File: src/design/kmeans_2d_clustering_defines.svh
// ----------------------------------------------------------------------------
// kmeans_2d_clustering_defines : assertion macros for the k-means block
// Each check has a live form and an empty form for synthesis builds.
// ----------------------------------------------------------------------------
`ifndef KMEANS_2D_CLUSTERING_DEFINES_SVH
`define KMEANS_2D_CLUSTERING_DEFINES_SVH
`ifndef SYNTH
`define KMC_ASSERT_IMP(lbl, clk, rst_n, ante, cons) \
    lbl: assert property (@(posedge clk) disable iff (!rst_n) (ante) |-> (cons)) \
        else $error("kmc: implication check failed");
`define KMC_ASSERT_NEXT(lbl, clk, rst_n, ante, cons) \
    lbl: assert property (@(posedge clk) disable iff (!rst_n) (ante) |=> (cons)) \
        else $error("kmc: next-cycle check failed");
`else
`define KMC_ASSERT_IMP(lbl, clk, rst_n, ante, cons)
`define KMC_ASSERT_NEXT(lbl, clk, rst_n, ante, cons)
`endif
`endif

File: src/design/kmc_pkg.sv
// ----------------------------------------------------------------------------
// kmc_pkg : shared types and constants
// Field widths, generator constants, register indexes and unit status.
// ----------------------------------------------------------------------------
`default_nettype none
package kmc_pkg;
    localparam int CLUSTERS = 16;
    localparam int CL_W     = 4;
    localparam int K_W      = 5;
    localparam int COORD_W  = 24;
    localparam int CNT_W    = 11;
    localparam int VAR_W    = 60;
    localparam int ITER_W   = 16;
    localparam int SEED_W   = 32;
    localparam int MUL_W    = 33;
    localparam int PROD_W   = 2 * MUL_W;
    localparam int DIST_W   = 2 * COORD_W + 2;
    localparam int CFG_IDX_W = 2;
    localparam int CFG_DAT_W = 32;

    localparam logic [MUL_W-1:0]  LCG_MUL = 33'd1103515245;
    localparam logic [SEED_W-1:0] LCG_ADD = 32'd12345;

    localparam logic [CFG_IDX_W-1:0] CFG_CLUSTERS = 2'd0;
    localparam logic [CFG_IDX_W-1:0] CFG_SEED     = 2'd1;
    localparam logic [CFG_IDX_W-1:0] CFG_LIMIT    = 2'd2;

    typedef struct packed {
        logic busy;
        logic done;
    } t_div_stat;
endpackage
`default_nettype wire

File: src/design/kmc_mul.sv
// ----------------------------------------------------------------------------
// kmc_mul : shared signed multiplier
// Registered product; serves the generator step and the squared distances.
// ----------------------------------------------------------------------------
`default_nettype none
module kmc_mul import kmc_pkg::*; (
    input  wire                      i_clk,
    input  wire  signed [MUL_W-1:0]  i_a,
    input  wire  signed [MUL_W-1:0]  i_b,
    output logic signed [PROD_W-1:0] o_p
);
    always_ff @(posedge i_clk) begin
        o_p <= i_a * i_b;
    end
endmodule
`default_nettype wire

File: config.mk
export PLATFORM = sky130hd
export DESIGN_NAME = kmc_mul
export DESIGN_NICKNAME = d
export VERILOG_FILES = /design/src/design/kmeans_2d_clustering_defines.svh /design/src/design/kmc_pkg.sv /design/src/design/kmc_mul.sv
export SDC_FILE = /design/constraint.sdc
export NUM_CORES = 2
export LEC_CHECK = 0
export BUFFER_PORTS_ARGS = -buffer_cell sky130_fd_sc_hd__buf_2
export CORE_UTILIZATION = 25
export CTS_CLUSTER_DIAMETER = 60
export DETAILED_ROUTE_END_ITERATION = 10
export PLACE_DENSITY = 0.47
export SYNTH_ARGS = -nofsm -noshare
export SYNTH_HDL_FRONTEND = slang
export SYNTH_SLANG_ARGS = --single-unit
File: constraint.sdc
create_clock -name i_clk -period 8.6 [get_ports i_clk]
set_input_delay 1.29 -clock i_clk [delete_from_list [all_inputs] [get_ports i_clk]]
set_output_delay 1.29 -clock i_clk [all_outputs]
set_load 0.05 [all_outputs]
Word level (Yosys, flattened, before mapping)

Cells that the tools add are included.

Multipliers: 1

Operators by type and width:

| kind             | number |
|---|---|
| $mul A33 B33 Y66 | 1 |

Register bits: 66
Logic and storage cells: 2
Output and inout port bits: 66

Depth between registers and ports, before layout

Word-level depth: 1
Gate-level depth with buffers: 27

Least setup slack after synthesis

OpenSTA, ideal clock, no wires.

Path kind: input to register
Start point: in i_a[32]
End point: reg o_p[62]
Slack: 0.074 ns
Cell stages on the path: 23
Data arrival time: 8.447 ns
Data required time: 8.521 ns
Cell sequence: clkbuf_1 nand2_1 inv_1 fa_1 fa_1 fa_1 fa_1 fa_1 fa_1 fa_1 inv_1 fa_1 inv_1 ha_1 clkbuf_1 and3_1 nand3_1 nand2b_1 a2111oi_4 a211oi_4 a21o_2 a21o_1 a211oi_2

Cells in the longest elaborated chain, start to end: 1

RTL lines:

| item                 | line          | text |
|---|---|---|
| from (decl)          | kmc_mul.sv:8  | `input wire signed [MUL_W-1:0] i_a,` |
| $mul A33 B33 Y66     | kmc_mul.sv:13 | `o_p <= i_a * i_b;` |
| to (signal assigned) | kmc_mul.sv:13 |  |
| to (decl)            | kmc_mul.sv:10 | `output logic signed [PROD_W-1:0] o_p` |

No other way between the ends.

Worst setup path in the final report

Start point: in i_b[2]
End point: reg o_p[64]

Cells in the longest elaborated chain, start to end: 1

RTL lines:

| item             | line          | text |
|---|---|---|
| from (decl)      | kmc_mul.sv:9  | `input wire signed [MUL_W-1:0] i_b,` |
| $mul A33 B33 Y66 | kmc_mul.sv:13 |  |

No other way between the ends.

==> results.sh <==
export IMPL_grt_pass1_vias=31739
export IMPL_period_needed_ns=8.33
export IMPL_hold_start="i_b[0]"
export IMPL_clock_path_buffers=2
export IMPL_drv_slew=0
export IMPL_start_util_pct=25.3
export IMPL_yosysUniqueCellTypes=80
export IMPL_viasPerCell=4.20
export IMPL_io_buffer_count=132
export IMPL_reg_top3="o_p x66"
export IMPL_post_drt_wl_per_cell_um=17.3
export IMPL_cts_buffers=9
export IMPL_dr_first_iter_drc_count=1309
export IMPL_post_place_ws_ns=-0.443
export IMPL_grt_max_degree=31
export IMPL_htreeDepth=3
export IMPL_final_util_pct=28.9
export IMPL_cts_tree="done"
export IMPL_final_cell_mix="1,144 x fa_1, 1,131 x inv_1, 562 x and2_1"
export IMPL_postRouteAntennaNets=0
export IMPL_critPathKind="in2reg"
export IMPL_cp_max_fo=14
export IMPL_yosysSeqAreaShare_pct=3.24
export IMPL_clock_sinks=66
export IMPL_cp_start_kind="input pin"
export IMPL_drc_errors=0
export IMPL_setup_ws_ns=0.275
export IMPL_wirelength_um=117000
export IMPL_antenna_found_initial=13
export IMPL_synth_net_count=5767
export IMPL_dp_cells=6747
export IMPL_fin_cells=6766
export IMPL_tightestPinTransition_ns=0.750
export IMPL_grt_first_pass_wirelength_um=189000
export IMPL_required_ns=8.95
export IMPL_syn_area_um2=40700
export IMPL_cp_end_kind="register"
export IMPL_die_w_um=406
export IMPL_path_common_cell="fa_1"
export IMPL_slowest_delay_ns=0.61
export IMPL_max_clock_freq_mhz=120
export IMPL_regMostFlops="o_p"
export IMPL_fp_dieH_um=406
export IMPL_setup_viol=0
export IMPL_layout_drive_gt1_share_pct=11.5
export IMPL_yosys_warnings=0
export IMPL_clk_pin_slew_worst_paths_ns=0.07
export IMPL_hold_violations=0
export IMPL_post_route_period_util_pct=96.8
export IMPL_avgSynthCellArea_um2=9.39
export IMPL_hp_class="in2reg"
export IMPL_final_common_cell="fa_1"
export IMPL_largest_reg_flops=66
export IMPL_cp_slowest_cell="fa_1"
export IMPL_pin_count=133
export IMPL_critPathArrivalTime_ns=8.67
export IMPL_rsz0062_at_grt="false"
export IMPL_netlist_instances=4338
export IMPL_via_count=28436
export IMPL_timing_hold_ws_ns=1.56
export IMPL_num_rows=147
export IMPL_dpl_hpwl_um=105000
export IMPL_synth_edf_count=0
export IMPL_gp_congestion=0.833
export IMPL_grt_usage_pct=15.1
export IMPL_status="finished clean"
export IMPL_overflow=0
export IMPL_whs_path_depth=3
export IMPL_synth_async_reset_ratio_pct=0
export IMPL_ctsRootBufferMaster="clkbuf_16"
export IMPL_area_growth_pct=14.4
export IMPL_core_area_um2=161000
export IMPL_min_to="o_p[0]$_DFF_P_"
export IMPL_first_pass_iters=5
export IMPL_cts_setup_buffers=0
export IMPL_maxCapViolCount=0
export IMPL_synth_ff_type="dfxtp_1"
export IMPL_die_area_um2=165000
export IMPL_slew_limit_headroom_pct=49.5
export IMPL_ys_ff_latch=66
export IMPL_layout_nets=6027
metal layers:
| metal | GRT usage, % | up-vias | wire (µm) |
|---|---|---|---|
| met3 | 1.79 | 66 | 3760 |
| met1 | 20.2 | 15102 | 51900 |
| li1 | - | 12847 | - |
| met5 | 0 | - | 17 |
| met4 | 2.22 | 2 | 1330 |
| met2 | 26.5 | 419 | 60400 |
synth_stat cells, types with 12 or more instances:
| cell type | count | area [µm²] |
|---|---|---|
| a21o_1 | 36 | 270 |
| a21oi_1 | 57 | 285 |
| and2_1 | 562 | 3520 |
| clkbuf_1 | 208 | 781 |
| dfxtp_1 | 66 | 1320 |
| fa_1 | 1145 | 22900 |
| ha_1 | 217 | 2720 |
| inv_1 | 1131 | 4250 |
| nand2_1 | 551 | 2070 |
| nand2b_1 | 12 | 75.1 |
| nand3_1 | 25 | 125 |
| nor2_1 | 68 | 255 |
| o21ai_0 | 25 | 125 |
| xnor2_1 | 43 | 377 |
| xor2_1 | 25 | 219 |
what timing repair did:
item / CTS / global route
hold buffers: 0 / 0
gates resized for setup: 0 / 13
setup endpoints to repair: 0 / 6
endpoints found under the hold margin: 0 / 0
cell type report:
type | count | area [µm²]
Clock buffer | 11 | 253
Sequential cell | 66 | 1320
Clock inverter | 4 | 27.5
Inverter | 1131 | 4250
Fill cell | 17268 | 115000
Tap cell | 2160 | 2700
Antenna cell | 4 | 10.0
Multi-Input combinational cell | 2920 | 34300
Timing Repair Buffer | 470 | 3680
kinds of logic (layout without fill, tap and decap cells):
group | after synthesis | in the layout | share of synthesized area (%)
AOI/OAI and AO/OA | 219 | 219 | 4.07
xor gates and xnor gates | 68 | 68 | 1.46
and+or+nand+nor | 1271 | 1271 | 15.8
other | 0 | 4 | 0
adders and majority gates | 1362 | 1362 | 62.9
buffers and inverters | 1352 | 1616 | 12.5
DFF | 66 | 66 | 3.24
through the flow:
| stage | setup TNS (ns) | cell area, µm² |
|---|---|---|
| 2_1_floorplan | 0 | 40700 |
| 3_3_place_gp | -2.87 | 46200 |
| 3_5_place_dp | -2.66 | 46200 |
| 4_1_cts | 0 | 46500 |
| 5_1_grt | 0 | 46600 |
| 6_report | 0 | 46600 |
worst max path at each step:
stage | start | slack (ns) | to | depth (start not counted)
after floorplan | i_a[32] | 0.07 | o_p[62]$_DFF_P_ | 23
after detailed placement | i_b[13] | -0.44 | o_p[60]$_DFF_P_ | 24
after global placement | i_b[11] | -0.48 | o_p[60]$_DFF_P_ | 25
final | i_b[2] | 0.27 | o_p[64]$_DFF_P_ | 26
after global routing | i_a[32] | 0.009 | o_p[65]$_DFF_P_ | 28
after CTS | i_b[11] | 0.01 | o_p[60]$_DFF_P_ | 25
critical path: cells and delay by family:
family                     cells  cell delay, ns
AOI/OAI and AO/OA              3            0.48
buffers and inverters          8            1.29
adders and majority gates      9            4.34
and+or+nand+nor                6            1.22
Power is left out: the tool's default activity adds up to more than one toggle a clock period on the data nets, which glitch-free logic cannot reach.
