File: config.mk
export PLATFORM = sky130hd
export DESIGN_NAME = kmc_ram
export DESIGN_NICKNAME = d
export VERILOG_FILES = /design/src/design/kmeans_2d_clustering_defines.svh /design/src/design/kmc_ram.sv
export SDC_FILE = /design/constraint.sdc
export NUM_CORES = 1
export LEC_CHECK = 0
export ABC_AREA = 1
export BUFFER_PORTS_ARGS = -buffer_cell sky130_fd_sc_hd__buf_4
export CAP_MARGIN = 10
export CORE_ASPECT_RATIO = 0.6
export CORE_MARGIN = 8
export CORE_UTILIZATION = 50
export DETAILED_ROUTE_END_ITERATION = 16
export PLACE_DENSITY = 0.67
export RECOVER_POWER = 25
export SLEW_MARGIN = 5
export SYNTH_ARGS = -nofsm -noshare
export SYNTH_HDL_FRONTEND = slang
export SYNTH_SLANG_ARGS = --single-unit
File: constraint.sdc
create_clock -name i_clk -period 1.35 [get_ports i_clk]
set_clock_uncertainty 0.2 [all_clocks]
set_input_delay 0.0675 -clock i_clk [delete_from_list [all_inputs] [get_ports i_clk]]
set_output_delay 0.0675 -clock i_clk [all_outputs]
set_load 0.02 [all_outputs]
File: src/design/kmeans_2d_clustering_defines.svh
// ----------------------------------------------------------------------------
// kmeans_2d_clustering_defines : assertion macros for the k-means block
// Each check has a live form and an empty form for synthesis builds.
// ----------------------------------------------------------------------------
`ifndef KMEANS_2D_CLUSTERING_DEFINES_SVH
`define KMEANS_2D_CLUSTERING_DEFINES_SVH
`ifndef SYNTH
`define KMC_ASSERT_IMP(lbl, clk, rst_n, ante, cons) \
    lbl: assert property (@(posedge clk) disable iff (!rst_n) (ante) |-> (cons)) \
        else $error("kmc: implication check failed");
`define KMC_ASSERT_NEXT(lbl, clk, rst_n, ante, cons) \
    lbl: assert property (@(posedge clk) disable iff (!rst_n) (ante) |=> (cons)) \
        else $error("kmc: next-cycle check failed");
`else
`define KMC_ASSERT_IMP(lbl, clk, rst_n, ante, cons)
`define KMC_ASSERT_NEXT(lbl, clk, rst_n, ante, cons)
`endif
`endif

File: src/design/kmc_ram.sv
// ----------------------------------------------------------------------------
// kmc_ram : generic single-write, single-read RAM
// One write port, one read port with registered read data.
// ----------------------------------------------------------------------------
`default_nettype none
module kmc_ram #(
    parameter int WIDTH = 8,
    parameter int DEPTH = 16
) (
    input  wire                      i_clk,
    input  wire                      i_we,
    input  wire  [$clog2(DEPTH)-1:0] i_waddr,
    input  wire  [WIDTH-1:0]         i_wdata,
    input  wire  [$clog2(DEPTH)-1:0] i_raddr,
    output logic [WIDTH-1:0]         o_rdata
);
    logic [WIDTH-1:0] r_mem [DEPTH];

    always_ff @(posedge i_clk) begin
        if (i_we) begin
            r_mem[i_waddr] <= i_wdata;
        end
        o_rdata <= r_mem[i_raddr];
    end
endmodule
`default_nettype wire

* Word-level counts from Yosys, hierarchy flattened
Memories as Yosys holds them, arrays and structs flattened. A register that Yosys moved wholly into a read port is not among the register bits.
Index checks and enable logic that the tools add are counted.
** Cells by class
- Muxes and demuxes :: 2
** Operator list (number)
- two-way mux 1 bit :: 2
** Storage, ports and cells
- Output and inout bits :: 8
- Bits in registers :: 0
- Memory bits (writable) :: 128
- Bits of input ports :: 18
- Memories :: 1
- Logic and storage cells :: 3
** Memories
- r_mem :: words 16, bits a word 8, read ports 1, clocked after Yosys merged registers in 1, write ports 1, line kmc_ram.sv:17 : logic [WIDTH-1:0] r_mem [DEPTH];

* Logic depth before layout (Yosys ltp)
- Word-level depth :: 2
- Gate-level depth with buffers :: 8
- Gate-level depth less buffers :: 7

* Worst setup path after synthesis
OpenSTA, ideal clock, no wires.
- Kind :: input port to flip-flop
- Start point :: in i_waddr[2]
- End point :: mem r_mem[10][0], enable pin
- Buffers on the path :: 0
- Setup slack :: 0.132 ns
- Cell stages on the path :: 2
- Library setup time :: 0.370 ns
- Data required time :: 0.780 ns
- Arrival time :: 0.648 ns
- Cells stage by stage :: nand3b_1 -> nor2_1
** RTL lines
- from (decl) :: line kmc_ram.sv:12 : input wire [$clog2(DEPTH)-1:0] i_waddr,
- to (decl) :: line kmc_ram.sv:17
Straight into the memory's write port.

==> impl_metrics.prom <==
# TYPE chip_impl_metric gauge
chip_impl_metric{name="postRouteWirelength",unit="um"} 14300
chip_impl_metric{name="vias_per_cell",unit=""} 5.23
chip_impl_metric{name="net_count_of_the_finished_layout",unit=""} 624
chip_impl_metric{name="row_count",unit=""} 30
chip_impl_metric{name="ctsResizeCount",unit=""} 0
chip_impl_metric{name="max-slew-margin-rel",unit=""} 0.530
chip_impl_metric{name="timing_worst_slew_pin_value",unit="ns"} 0.705
chip_impl_metric{name="grt_max_degree",unit=""} 55
chip_impl_metric{name="hpwlAfterDp",unit="um"} 8740
chip_impl_metric{name="cap_violations",unit=""} 0
chip_impl_info{name="yosysMostFrequentCell",value="nand2_1"} 1
chip_impl_metric{name="grt_overflow_total",unit=""} 0
chip_impl_metric{name="drv_slew",unit=""} 0
chip_impl_metric{name="route.detailed.drc",unit=""} 0
chip_impl_metric{name="timing.critical_path.buf_inv",unit=""} 4
chip_impl_metric{name="clockBufferDepth",unit=""} 2
chip_impl_metric{name="grt_usage",unit=""} 0.197
chip_impl_metric{name="synth.cell_area",unit="um^2"} 5770
chip_impl_metric{name="die_h",unit="um"} 99.2
chip_impl_info{name="cpMostUsedCell",value="nand3_1"} 1
chip_impl_metric{name="powerDensity",unit="nW/um^2"} 1430
chip_impl_metric{name="worst_skew_pair.late_latency",unit="ns"} 0.42
chip_impl_info{name="outcome",value="complete, no violations"} 1
chip_impl_metric{name="antenna_violating_nets_post_route",unit=""} 0
chip_impl_metric{name="num_io_pins",unit=""} 26
chip_impl_metric{name="postLayoutSetupSlackWorst",unit="ns"} 0.0994
chip_impl_info{name="critical_path.slowest_cell",value="dlygate4sd3_1"} 1
chip_impl_metric{name="syn_nets",unit=""} 569
chip_impl_metric{name="finalWorstPathRequiredPeriod",unit="ns"} 1.25
chip_impl_metric{name="layout.cells.non_filler",unit=""} 763
chip_impl_info{name="path_cells",value="dlygate4sd3_1 -> buf_4 -> inv_1 -> buf_12 -> nand3_1 -> nand3_1 -> nand2_1"} 1
chip_impl_info{name="timing.setup.critical_path_class",value="input port to flop"} 1
chip_impl_metric{name="setup_total_negative_slack",unit="ns"} 0
chip_impl_metric{name="vdd_drop_max",unit="mV"} 0.841
chip_impl_metric{name="worst_path_largest_cell_delay",unit="ns"} 0.54
chip_impl_metric{name="clk_pin_slew",unit="ns"} 0.05
chip_impl_metric{name="globalplace.congestion",unit=""} 0.839
chip_impl_info{name="yosys-top-cells-area",value="edfxtp_1, nand2_1, nand3_1, inv_1, dfxtp_1"} 1
chip_impl_metric{name="worst_ep_required_time",unit="ns"} 1.45
chip_impl_metric{name="cts.sinks",unit=""} 136
chip_impl_info{name="tritoncts",value="built"} 1
chip_impl_metric{name="final.fill_count",unit=""} 945
chip_impl_metric{name="synth.yosys.seq_area_share",unit=""} 0.694
chip_impl_info{name="unrepaired_setup_endpoints_after_global_routing",value="no"} 1
chip_impl_info{name="timing.critical_path.from_type",value="input port"} 1
chip_impl_metric{name="synth_top_area_share",unit=""} 0.667
chip_impl_metric{name="leakagePower",unit="nW"} 2.95
chip_impl_metric{name="crit_arrival",unit="ns"} 1.35
chip_impl_metric{name="die_area",unit="um^2"} 15300
chip_impl_info{name="worstSetupEndpointType",value="flop"} 1
chip_impl_info{name="critPathTopFamily",value="buffers and inverters"} 1
chip_impl_metric{name="die_w",unit="um"} 155
chip_impl_metric{name="finalHoldViolCount",unit=""} 0
chip_impl_info{name="hold_class",value="input port to flop"} 1
chip_impl_metric{name="timing.final.setup_violations",unit=""} 0
chip_impl_metric{name="count_of_unique_library_cells_instantiated_by_yosys",unit=""} 12
chip_impl_metric{name="area_of_all_sequential_standard_cells",unit="um^2"} 4000
chip_impl_metric{name="max_freq",unit="GHz"} 0.800
chip_impl_metric{name="num_antenna_cells",unit=""} 0
chip_impl_metric{name="dr_total_vias",unit=""} 3993
chip_impl_info{name="synth.largest_area_cell",value="edfxtp_1"} 1
chip_impl_metric{name="cts_made_buffers",unit=""} 17
chip_impl_info{name="synth_flop_cell",value="edfxtp_1"} 1
chip_impl_metric{name="synthCells",unit=""} 551
chip_impl_metric{name="drt_first_iter_violations",unit=""} 507
chip_impl_metric{name="grt_pass1_vias",unit=""} 3805
chip_impl_metric{name="total_power",unit="mW"} 9.72
chip_impl_metric{name="place_worst_setup_slack",unit="ns"} 0.0153
chip_impl_metric{name="place_area",unit="um^2"} 6220
chip_impl_metric{name="area.growth.synth_to_final",unit="%"} 18.2
chip_impl_metric{name="port_buffers",unit=""} 25
chip_impl_metric{name="synth-warning-count",unit=""} 0
chip_impl_metric{name="async_reset_ff_frac",unit=""} 0
chip_impl_info{name="clk_root_buffer_cell",value="clkbuf_16"} 1
chip_impl_metric{name="drt-pass1-iter-count",unit=""} 6
chip_impl_metric{name="routed_wire_length_per_instance",unit="um"} 18.8
chip_impl_info{name="top_cell_types_by_occurrence_after_synthesis",value="nand2_1, edfxtp_1, inv_1"} 1
chip_impl_metric{name="dpl.cell_count",unit=""} 721
chip_impl_metric{name="worst-path-max-fanout",unit=""} 16
chip_impl_metric{name="floorplan.initialDensity",unit=""} 0.512
chip_impl_metric{name="first_pass_grt_wire_length",unit="um"} 22400
chip_impl_metric{name="post_synth.cell_area_avg",unit="um^2"} 10.5
chip_impl_metric{name="proportion_of_layout_cells_with_a_drive_suffix_above_1",unit=""} 0.110
chip_impl_metric{name="placeableCoreArea",unit="um^2"} 11300
chip_impl_metric{name="multi_input_comb_area",unit="um^2"} 1210
chip_impl_metric{name="antenna_found_initial",unit=""} 0
chip_impl_metric{name="min_period_over_period",unit=""} 0.926
chip_impl_metric{name="post-route-cell-area",unit="um^2"} 6820
chip_impl_metric{name="postSynthRegisterBits",unit=""} 136
chip_impl_metric{name="synth_edf_count",unit=""} 128
chip_impl_metric{name="htree_levels",unit=""} 4
cells by family after synthesis:
| family | synth area share |
|---|---|
| and+or+nand+nor | 0.210 |
| buffers and inverters | 0.0952 |
| DFF | 0.694 |
path summary, 6_finish.rpt:
path / end / depth (start not counted) / start / slack, ns
max: o_rdata[5] / 7 / i_raddr[2] / 0.1
min: o_rdata[4] / 6 / i_raddr[1] / 0.04
max reg2reg: o_rdata[5] / 6 / r_mem[0][5] / 0.11
min reg2reg: o_rdata[6] / 6 / r_mem[2][6] / 0.47
layout by cell type, fill, tap and decap left out, drive strengths merged:
master / Yosys / routed
inv: 102 / 102
dfxtp: 8 / 8
nor2: 17 / 17
nand3b: 2 / 2
nand2: 173 / 173
clkbuf: 0 / 33
bufinv: 0 / 1
buf: 24 / 39
dlygate4sd3: 0 / 10
clkinv: 0 / 7
edfxtp: 128 / 128
nand3: 97 / 97
clkinvlp: 0 / 2
layout make-up:
| class | instances | area share |
|---|---|---|
| clock buffers | 22 | 0.0681 |
| clock inverters | 10 | 0.0114 |
| inverters | 102 | 0.0561 |
| multi-input cells | 289 | 0.178 |
| flip-flops and latches | 136 | 0.587 |
| well taps | 144 | 0.0264 |
| repair buffers | 60 | 0.0728 |
tightest hold or removal path: cells and delay by family:
kind / cells / cell delay, ns
and+or+nand+nor: 4 / 0.25
buffers and inverters: 2 / 0.29
power by group:
group          internal, mW  switching [mW]  total [mW]
Combinational         0.234           0.461       0.695
Sequential             4.72          0.0371        4.76
Clock                  2.60            1.67        4.27
Total                  7.55            2.17        9.72
through the flow:
step,utilization,hold slack (ns)
global route,0.606,0.0950
detailed placement,0.552,0.194
global placement,0.552,0.202
floorplan,-,-0.0336
finish,0.606,0.0433
CTS,0.609,0.0269
timing repair:
item | CTS | global route
hold buffers | 10 | 0
endpoints found under the hold margin | 136 | 0
buffers inserted | 0 | 0
flip-flops by register name, indices dropped and copies added (netlist names):
name and cells:
r_mem 128, o_rdata 8
layer usage:
metal | track usage | vias up | routed length, um
met5 | 0 | - | 0
met4 | 0.0404 | 0 | 91
met3 | 0.0762 | 12 | 1930
met2 | 0.270 | 254 | 5980
met1 | 0.289 | 1848 | 6340
li1 | - | 1879 | -
(Power assumes the default switching activity.)
