--- config.mk ---
export PLATFORM = sky130hd
export DESIGN_NAME = kmc_div
export DESIGN_NICKNAME = d
export VERILOG_FILES = /design/src/design/kmeans_2d_clustering_defines.svh /design/src/design/kmc_pkg.sv /design/src/design/kmc_div.sv
export SDC_FILE = /design/constraint.sdc
export NUM_CORES = 1
export LEC_CHECK = 0
export ABC_AREA = 1
export BUFFER_PORTS_ARGS = -buffer_cell sky130_fd_sc_hd__buf_2
export CAP_MARGIN = 30
export CORE_ASPECT_RATIO = 0.75
export CORE_MARGIN = 1.5
export CORE_UTILIZATION = 53
export DETAILED_ROUTE_END_ITERATION = 6
export HOLD_SLACK_MARGIN = 0.05
export PLACE_DENSITY = 0.88
export SETUP_SLACK_MARGIN = 0.3
export SLEW_MARGIN = 25
export SYNTH_ARGS = -nofsm -noshare
export SYNTH_HDL_FRONTEND = slang
export SYNTH_SLANG_ARGS = --single-unit
--- constraint.sdc ---
create_clock -name i_clk -period 3.05 [get_ports i_clk]
set_clock_uncertainty 0.2 [all_clocks]
set_input_delay 0.305 -clock i_clk [delete_from_list [all_inputs] [get_ports i_clk]]
set_output_delay 0.305 -clock i_clk [all_outputs]
set_load 0.005 [all_outputs]
--- src/design/kmeans_2d_clustering_defines.svh ---
// ----------------------------------------------------------------------------
// kmeans_2d_clustering_defines : assertion macros for the k-means block
// Each check has a live form and an empty form for synthesis builds.
// ----------------------------------------------------------------------------
`ifndef KMEANS_2D_CLUSTERING_DEFINES_SVH
`define KMEANS_2D_CLUSTERING_DEFINES_SVH
`ifndef SYNTH
`define KMC_ASSERT_IMP(lbl, clk, rst_n, ante, cons) \
    lbl: assert property (@(posedge clk) disable iff (!rst_n) (ante) |-> (cons)) \
        else $error("kmc: implication check failed");
`define KMC_ASSERT_NEXT(lbl, clk, rst_n, ante, cons) \
    lbl: assert property (@(posedge clk) disable iff (!rst_n) (ante) |=> (cons)) \
        else $error("kmc: next-cycle check failed");
`else
`define KMC_ASSERT_IMP(lbl, clk, rst_n, ante, cons)
`define KMC_ASSERT_NEXT(lbl, clk, rst_n, ante, cons)
`endif
`endif

--- src/design/kmc_pkg.sv ---
// ----------------------------------------------------------------------------
// kmc_pkg : shared types and constants
// Field widths, generator constants, register indexes and unit status.
// ----------------------------------------------------------------------------
`default_nettype none
package kmc_pkg;
    localparam int CLUSTERS = 16;
    localparam int CL_W     = 4;
    localparam int K_W      = 5;
    localparam int COORD_W  = 24;
    localparam int CNT_W    = 11;
    localparam int VAR_W    = 60;
    localparam int ITER_W   = 16;
    localparam int SEED_W   = 32;
    localparam int MUL_W    = 33;
    localparam int PROD_W   = 2 * MUL_W;
    localparam int DIST_W   = 2 * COORD_W + 2;
    localparam int CFG_IDX_W = 2;
    localparam int CFG_DAT_W = 32;

    localparam logic [MUL_W-1:0]  LCG_MUL = 33'd1103515245;
    localparam logic [SEED_W-1:0] LCG_ADD = 32'd12345;

    localparam logic [CFG_IDX_W-1:0] CFG_CLUSTERS = 2'd0;
    localparam logic [CFG_IDX_W-1:0] CFG_SEED     = 2'd1;
    localparam logic [CFG_IDX_W-1:0] CFG_LIMIT    = 2'd2;

    typedef struct packed {
        logic busy;
        logic done;
    } t_div_stat;
endpackage
`default_nettype wire

--- src/design/kmc_div.sv ---
// ----------------------------------------------------------------------------
// kmc_div : serial unsigned divider
// Restoring division, one quotient bit per cycle; gives quotient and remainder.
// ----------------------------------------------------------------------------
`default_nettype none
module kmc_div import kmc_pkg::*; #(
    parameter int NUM_W = 34,
    parameter int DEN_W = 11
) (
    input  wire               i_clk,
    input  wire               i_rst_n,
    input  wire               i_start,
    input  wire  [NUM_W-1:0]  i_num,
    input  wire  [DEN_W-1:0]  i_den,
    output t_div_stat         o_stat,
    output logic [NUM_W-1:0]  o_quo,
    output logic [DEN_W-1:0]  o_rem
);
    localparam int CW = $clog2(NUM_W + 1);

    logic             r_busy;
    logic             r_done;
    logic [CW-1:0]    r_cnt;
    logic [NUM_W-1:0] r_quo;
    logic [DEN_W-1:0] r_rem;
    logic [DEN_W-1:0] r_den;
    logic [DEN_W:0]   w_trial;
    logic             w_ge;

    assign w_trial = {r_rem, r_quo[NUM_W-1]};
    assign w_ge    = w_trial >= {1'b0, r_den};

    always_ff @(posedge i_clk) begin
        if (!i_rst_n) begin
            r_busy <= 1'b0;
            r_done <= 1'b0;
            r_cnt  <= '0;
        end else begin
            r_done <= 1'b0;
            if (i_start) begin
                r_busy <= 1'b1;
                r_cnt  <= CW'(NUM_W);
                r_quo  <= i_num;
                r_rem  <= '0;
                r_den  <= i_den;
            end else if (r_busy) begin
                if (w_ge) begin
                    r_rem <= DEN_W'(w_trial - {1'b0, r_den});
                end else begin
                    r_rem <= w_trial[DEN_W-1:0];
                end
                r_quo <= {r_quo[NUM_W-2:0], w_ge};
                r_cnt <= r_cnt - CW'(1);
                if (r_cnt == CW'(1)) begin
                    r_busy <= 1'b0;
                    r_done <= 1'b1;
                end
            end
        end
    end

    assign o_stat.busy = r_busy;
    assign o_stat.done = r_done;
    assign o_quo       = r_quo;
    assign o_rem       = r_rem;
endmodule
`default_nettype wire

Word level (Yosys, flattened, before mapping). Index checks and enable logic that the tools add are counted.

Bits in latches: 0. Register bits after elaboration: 64. Input bits: 48. Memories: 0. Word-level logic and storage cells: 28. RAM bits: 0. Output and inout port bits: 47. Memory bits (read-only): 0.

Add/sub/neg operators: 2. Bitwise gates (word level): 2. Order comparisons: 1. Multiply operators: 0. Reduce and logical (&&, ||, !) cells: 5. Mux-type cells: 10. Equality and inequality tests: 1. Divide/modulo/power cells: 0. Shift operators: 0.

Operators by type and width (number): $mux 34 (2); $mux 11 (2); $ge 12x11->1 (1); $mux 6 (2); $sub 11x11->11 (1); $eq 6x1->1 const B (1); $sub 6x1->6 const B (1); $mux 1 (4); $reduce_and 2->1 (2); $reduce_or 3->1 (1); $not 1->1 (2); $reduce_bool 2->1 (1); $reduce_or 2->1 (1).

Longest topological paths before layout.
Depth after elaboration: 4. Mapped depth: 12. Gate-level depth less buffers: 12.

Worst setup path before layout. Ideal clock, no wire load.

Kind: register to register. From: reg r_quo[33] (netlist: o_quo[33]). To: reg r_rem[4] (netlist: o_rem[4]), data pin. Library setup time: 0.253 ns. Arrival: 1.744 ns. Path slack: 0.853 ns. Cell stages (with the launch flop): 13. Path buffers: 1. Clock period less this slack: 2.197 ns. Cell sequence: edfxtp_1 -> inv_1 -> ha_1 -> fa_1 -> inv_1 -> nand3_1 -> nand3_1 -> nand3_2 -> nand3_1 -> nor2_2 -> buf_6 -> nor2_1 -> nor2_1.

Word-level cells in the longest chain between the ends: 3. Elaborated cells between the ends (all ways): 4.

Ends and longest elaborated chain: start, declared (RTL line kmc_div.sv:24) `logic [NUM_W-1:0] r_quo;`; start signal, assigned (RTL line kmc_div.sv:43) `r_quo <= i_num;`; start signal, assigned (RTL line kmc_div.sv:52) `r_quo <= {r_quo[NUM_W-2:0], w_ge};`; $sub 11x11->11 or $ge 12x11->1 (tied branches) (RTL line kmc_div.sv:48, kmc_div.sv:31); $mux 11 * (RTL line kmc_div.sv:47) `if (w_ge) begin`; $mux 11 * (RTL line kmc_div.sv:46) `end else if (r_busy) begin`; end signal, assigned (RTL line kmc_div.sv:48) `r_rem <= DEN_W'(w_trial - {1'b0, r_den});`; end signal, assigned (RTL line kmc_div.sv:50) `r_rem <= w_trial[DEN_W-1:0];`; end, declared (RTL line kmc_div.sv:25) `logic [DEN_W-1:0] r_rem;`.

Mark *: on every way between the ends. The rest lies on a longest branch, timed or not. The select of a mux whose other input is x is not followed. A chain may end at the register's enable or synchronous reset.

Worst setup path in the final report.
From: reg r_quo[33] (netlist: o_quo[33]). To: reg r_rem[3] (netlist: o_rem[3]), data pin.

The elaborated chain is that of the path after synthesis.

==> impl_metrics.json <==
{
  "top_layer": "met4",
  "power_mw": 2.64,
  "drt_iter0_drc": 219,
  "synth_area_leaders": "edfxtp_1 49%, nand2_1 19%, inv_1 6.0%",
  "final_cell_mix": "174 x nand2_1, 94 x buf_2, 56 x edfxtp_1",
  "grt_first_pass_wirelength_um": 13700,
  "ys_types": 29,
  "period_needed_ns": 2.54,
  "post_cts_buffers": 0,
  "via_count": 3173,
  "cap_viol_max_count": 0,
  "dpl_cell_area_um2": 3950,
  "cts-htree-levels": 3,
  "synth_top_area_share_pct": 48.9,
  "synthCells": 413,
  "rsz0062_at_grt": "no",
  "route.antenna.remaining_nets": 0,
  "initial_utilization_pct": 54.7,
  "io_buffers": 94,
  "cp-end-kind": "flop",
  "crit_required_ns": 2.96,
  "finalCritPeriodShare_pct": 83.3,
  "diodes": 0,
  "grt_max_degree": 46,
  "antenna_found_initial": 0,
  "internal_power_mw": 1.86,
  "pwr-share-comb_pct": 22.9,
  "yosysWarningCount": 0,
  "cts-buffers-inserted": 9,
  "whs_path_depth": 3,
  "met1_length_um": 3720,
  "hold_violations": 0,
  "avgViaCountPerCell": 4.97,
  "cts_sinks": 64,
  "crit_fanout": 12,
  "synth_top_area_cell": "edfxtp_1",
  "slew_viol_final": 0,
  "setup_tns_ns": 0,
  "grt_overflow": 0,
  "cts.clk_slew.worst_paths_ns": 0.08,
  "dieArea_um2": 6980,
  "slew_headroom_pct": 50.6,
  "r2r_end": "o_rem[3]$_SDFFCE_PP0P_",
  "routed_wl_um": 8870,
  "r2r_slack_ns": 0.51,
  "synth_ff_type": "edfxtp_1",
  "ys_ff_latch": 64,
  "fin_util_pct": 74.4,
  "yosysSeqAreaShare_pct": 53.6,
  "chipWidth_um": 96.0,
  "wl_met2_um": 4270,
  "leakage_nw": 2.36,
  "outcome": "complete, no violations",
  "reg2reg_depth": 11,
  "cts-root-buf": "clkbuf_8",
  "worstReg2RegStart": "o_quo[33]$_DFFE_PP_",
  "setup_viol": 0,
  "routabilityCongestion": 0.936,
  "critPathArrivalTime_ns": 2.45,
  "worst_pin_slew_ns": 0.740,
  "final_common_cell": "nand2_1",
  "dp_hpwl_um": 5610,
  "io_pins": 95,
  "stdcell_area_um2": 4680,
  "criticalPathCategory": "flop to flop",
  "synth_edf_count": 56,
  "syn_avg_cell_area_um2": 8.33,
  "cts_tree": "done",
  "min_from": "i_num[0]",
  "first_global_vias": 2946,
  "share_seq_of_total_power_pct": 42.1,
  "start_kind": "flop",
  "routedWlPerCell_um": 13.9,
  "drcViolationCount": 0,
  "hold_end": "o_quo[0]$_DFFE_PP_",
  "wl_met3_um": 617,
  "syn-cell-area_um2": 3440,
  "nets": 614,
  "fmax_mhz": 394,
  "clkPwrFrac_pct": 35.0,
  "first_pass_iters": 5,
  "floorplan.rows": 25,
  "synthArstFlopShare_pct": 0,
  "cts_buffer_depth": 2,
  "drive_above_1_share_pct": 21.9,
  "die_h_um": 72.8,
  "core_um2": 6290,
  "holdCritPathClass": "primary input to flop",
  "powerDensity_nw_per_um2": 564,
  "p_sw_mw": 0.779,
  "p_sw_share_pct": 29.5,
  "synth_fp_nets": 475,
  "syn_to_final_growth_pct": 36.1,
  "clock_latency_ns": 0.36,
  "vdd_drop_max_mv": 0.322,
  "track_usage_pct": 26.3
}
==> state kept, by name, indices dropped and copies added, names as in the netlist <==
name    count
o_rem      11
r_den      11
r_busy      1
r_done      1
o_quo      34
r_cnt       6
==> kinds of logic after synthesis <==
logic type               after synthesis  synth area share [%]
adder cells (fa/ha/maj)               14                  5.31
flip-flops                            64                  53.6
buffers and inverters                 70                  8.26
AO/OA/AOI/OAI                         10                  1.53
AND/OR/NAND/NOR                      251                  30.3
XOR/XNOR                               4                  1.02
==> synthesized netlist by cell type, drive strengths merged, types with 2 or more instances <==
| cell | number |
|---|---|
| buf | 8 |
| nor2 | 38 |
| nor3b | 2 |
| dfxtp | 8 |
| clkbuf | 6 |
| nor3 | 4 |
| inv | 56 |
| a21oi | 6 |
| ha | 13 |
| nand2 | 176 |
| nand3 | 15 |
| o21ai | 3 |
| edfxtp | 56 |
| nand4 | 14 |
| xor2 | 3 |
==> area by class of cell <==
cell class | count | area, µm²
fillers | 449 | 1610
inverters | 56 | 210
multi-input cells | 279 | 1330
clock inverters | 7 | 125
well taps | 81 | 101
clock buffers | 9 | 124
flip-flops and latches | 64 | 1840
repair buffers | 142 | 946
==> worst max-delay path by stage <==
stage                        startpoint                      to  slack, ns  cells after the start
floorplan           o_quo[33]$_DFFE_PP_  o_rem[4]$_SDFFCE_PP0P_       0.85                     12
global placement    o_quo[33]$_DFFE_PP_      o_quo[0]$_DFFE_PP_       0.59                     10
detailed placement  o_quo[33]$_DFFE_PP_      o_quo[0]$_DFFE_PP_       0.48                     10
CTS                 o_quo[33]$_DFFE_PP_      o_quo[0]$_DFFE_PP_       0.46                     10
global route        o_quo[33]$_DFFE_PP_  o_rem[0]$_SDFFCE_PP0P_       0.35                     11
finish              o_quo[33]$_DFFE_PP_  o_rem[3]$_SDFFCE_PP0P_       0.51                     11
==> layer usage <==
layer	vias to the layer above	global-route usage, %
met5	-	0
met4	0	11.3
met3	27	6.88
met2	139	42.4
met1	1418	33.5
li1	1589	-
==> critical path, stage by stage (launching register included) <==
cell and delay, ns:
edfxtp_1 0.34, inv_1 0.06, ha_1 0.22, fa_1 0.41
inv_1 0.10, nand3_1 0.07, nand3_1 0.21, nand3_4 0.21
nand3_1 0.17, nor2_4 0.09, nor2_1 0.12, nor2_1 0.06
==> what timing repair did <==
item	CTS	global route
resized for setup	0	3
hold buffers	46	0
setup endpoints to repair	0	12
endpoints found under the hold margin	47	0
==> power groups by stage <==
stage	clock network (mW)	logic, mW	registers (mW)
6_report	0.923	0.605	1.11
5_1_grt	0.969	0.683	1.12
4_1_cts	0.933	0.591	1.11
3_5_place_dp	0	0.543	1.13
3_3_place_gp	0	0.521	1.12
2_1_floorplan	0	0.366	1.13
==> per-stage QoR <==
| step | instances | worst slack [ns] | hold slack, ns |
|---|---|---|---|
| final | 638 | 0.509 | 0.0744 |
| after global routing | 638 | 0.351 | 0.0842 |
| after CTS | 638 | 0.458 | 0.0606 |
| after detailed placement | 576 | 0.480 | 0.284 |
| after global placement | 576 | 0.591 | 0.284 |
| after floorplan | 413 | 0.853 | 0.204 |
Power figures use the tool's default switching activity.
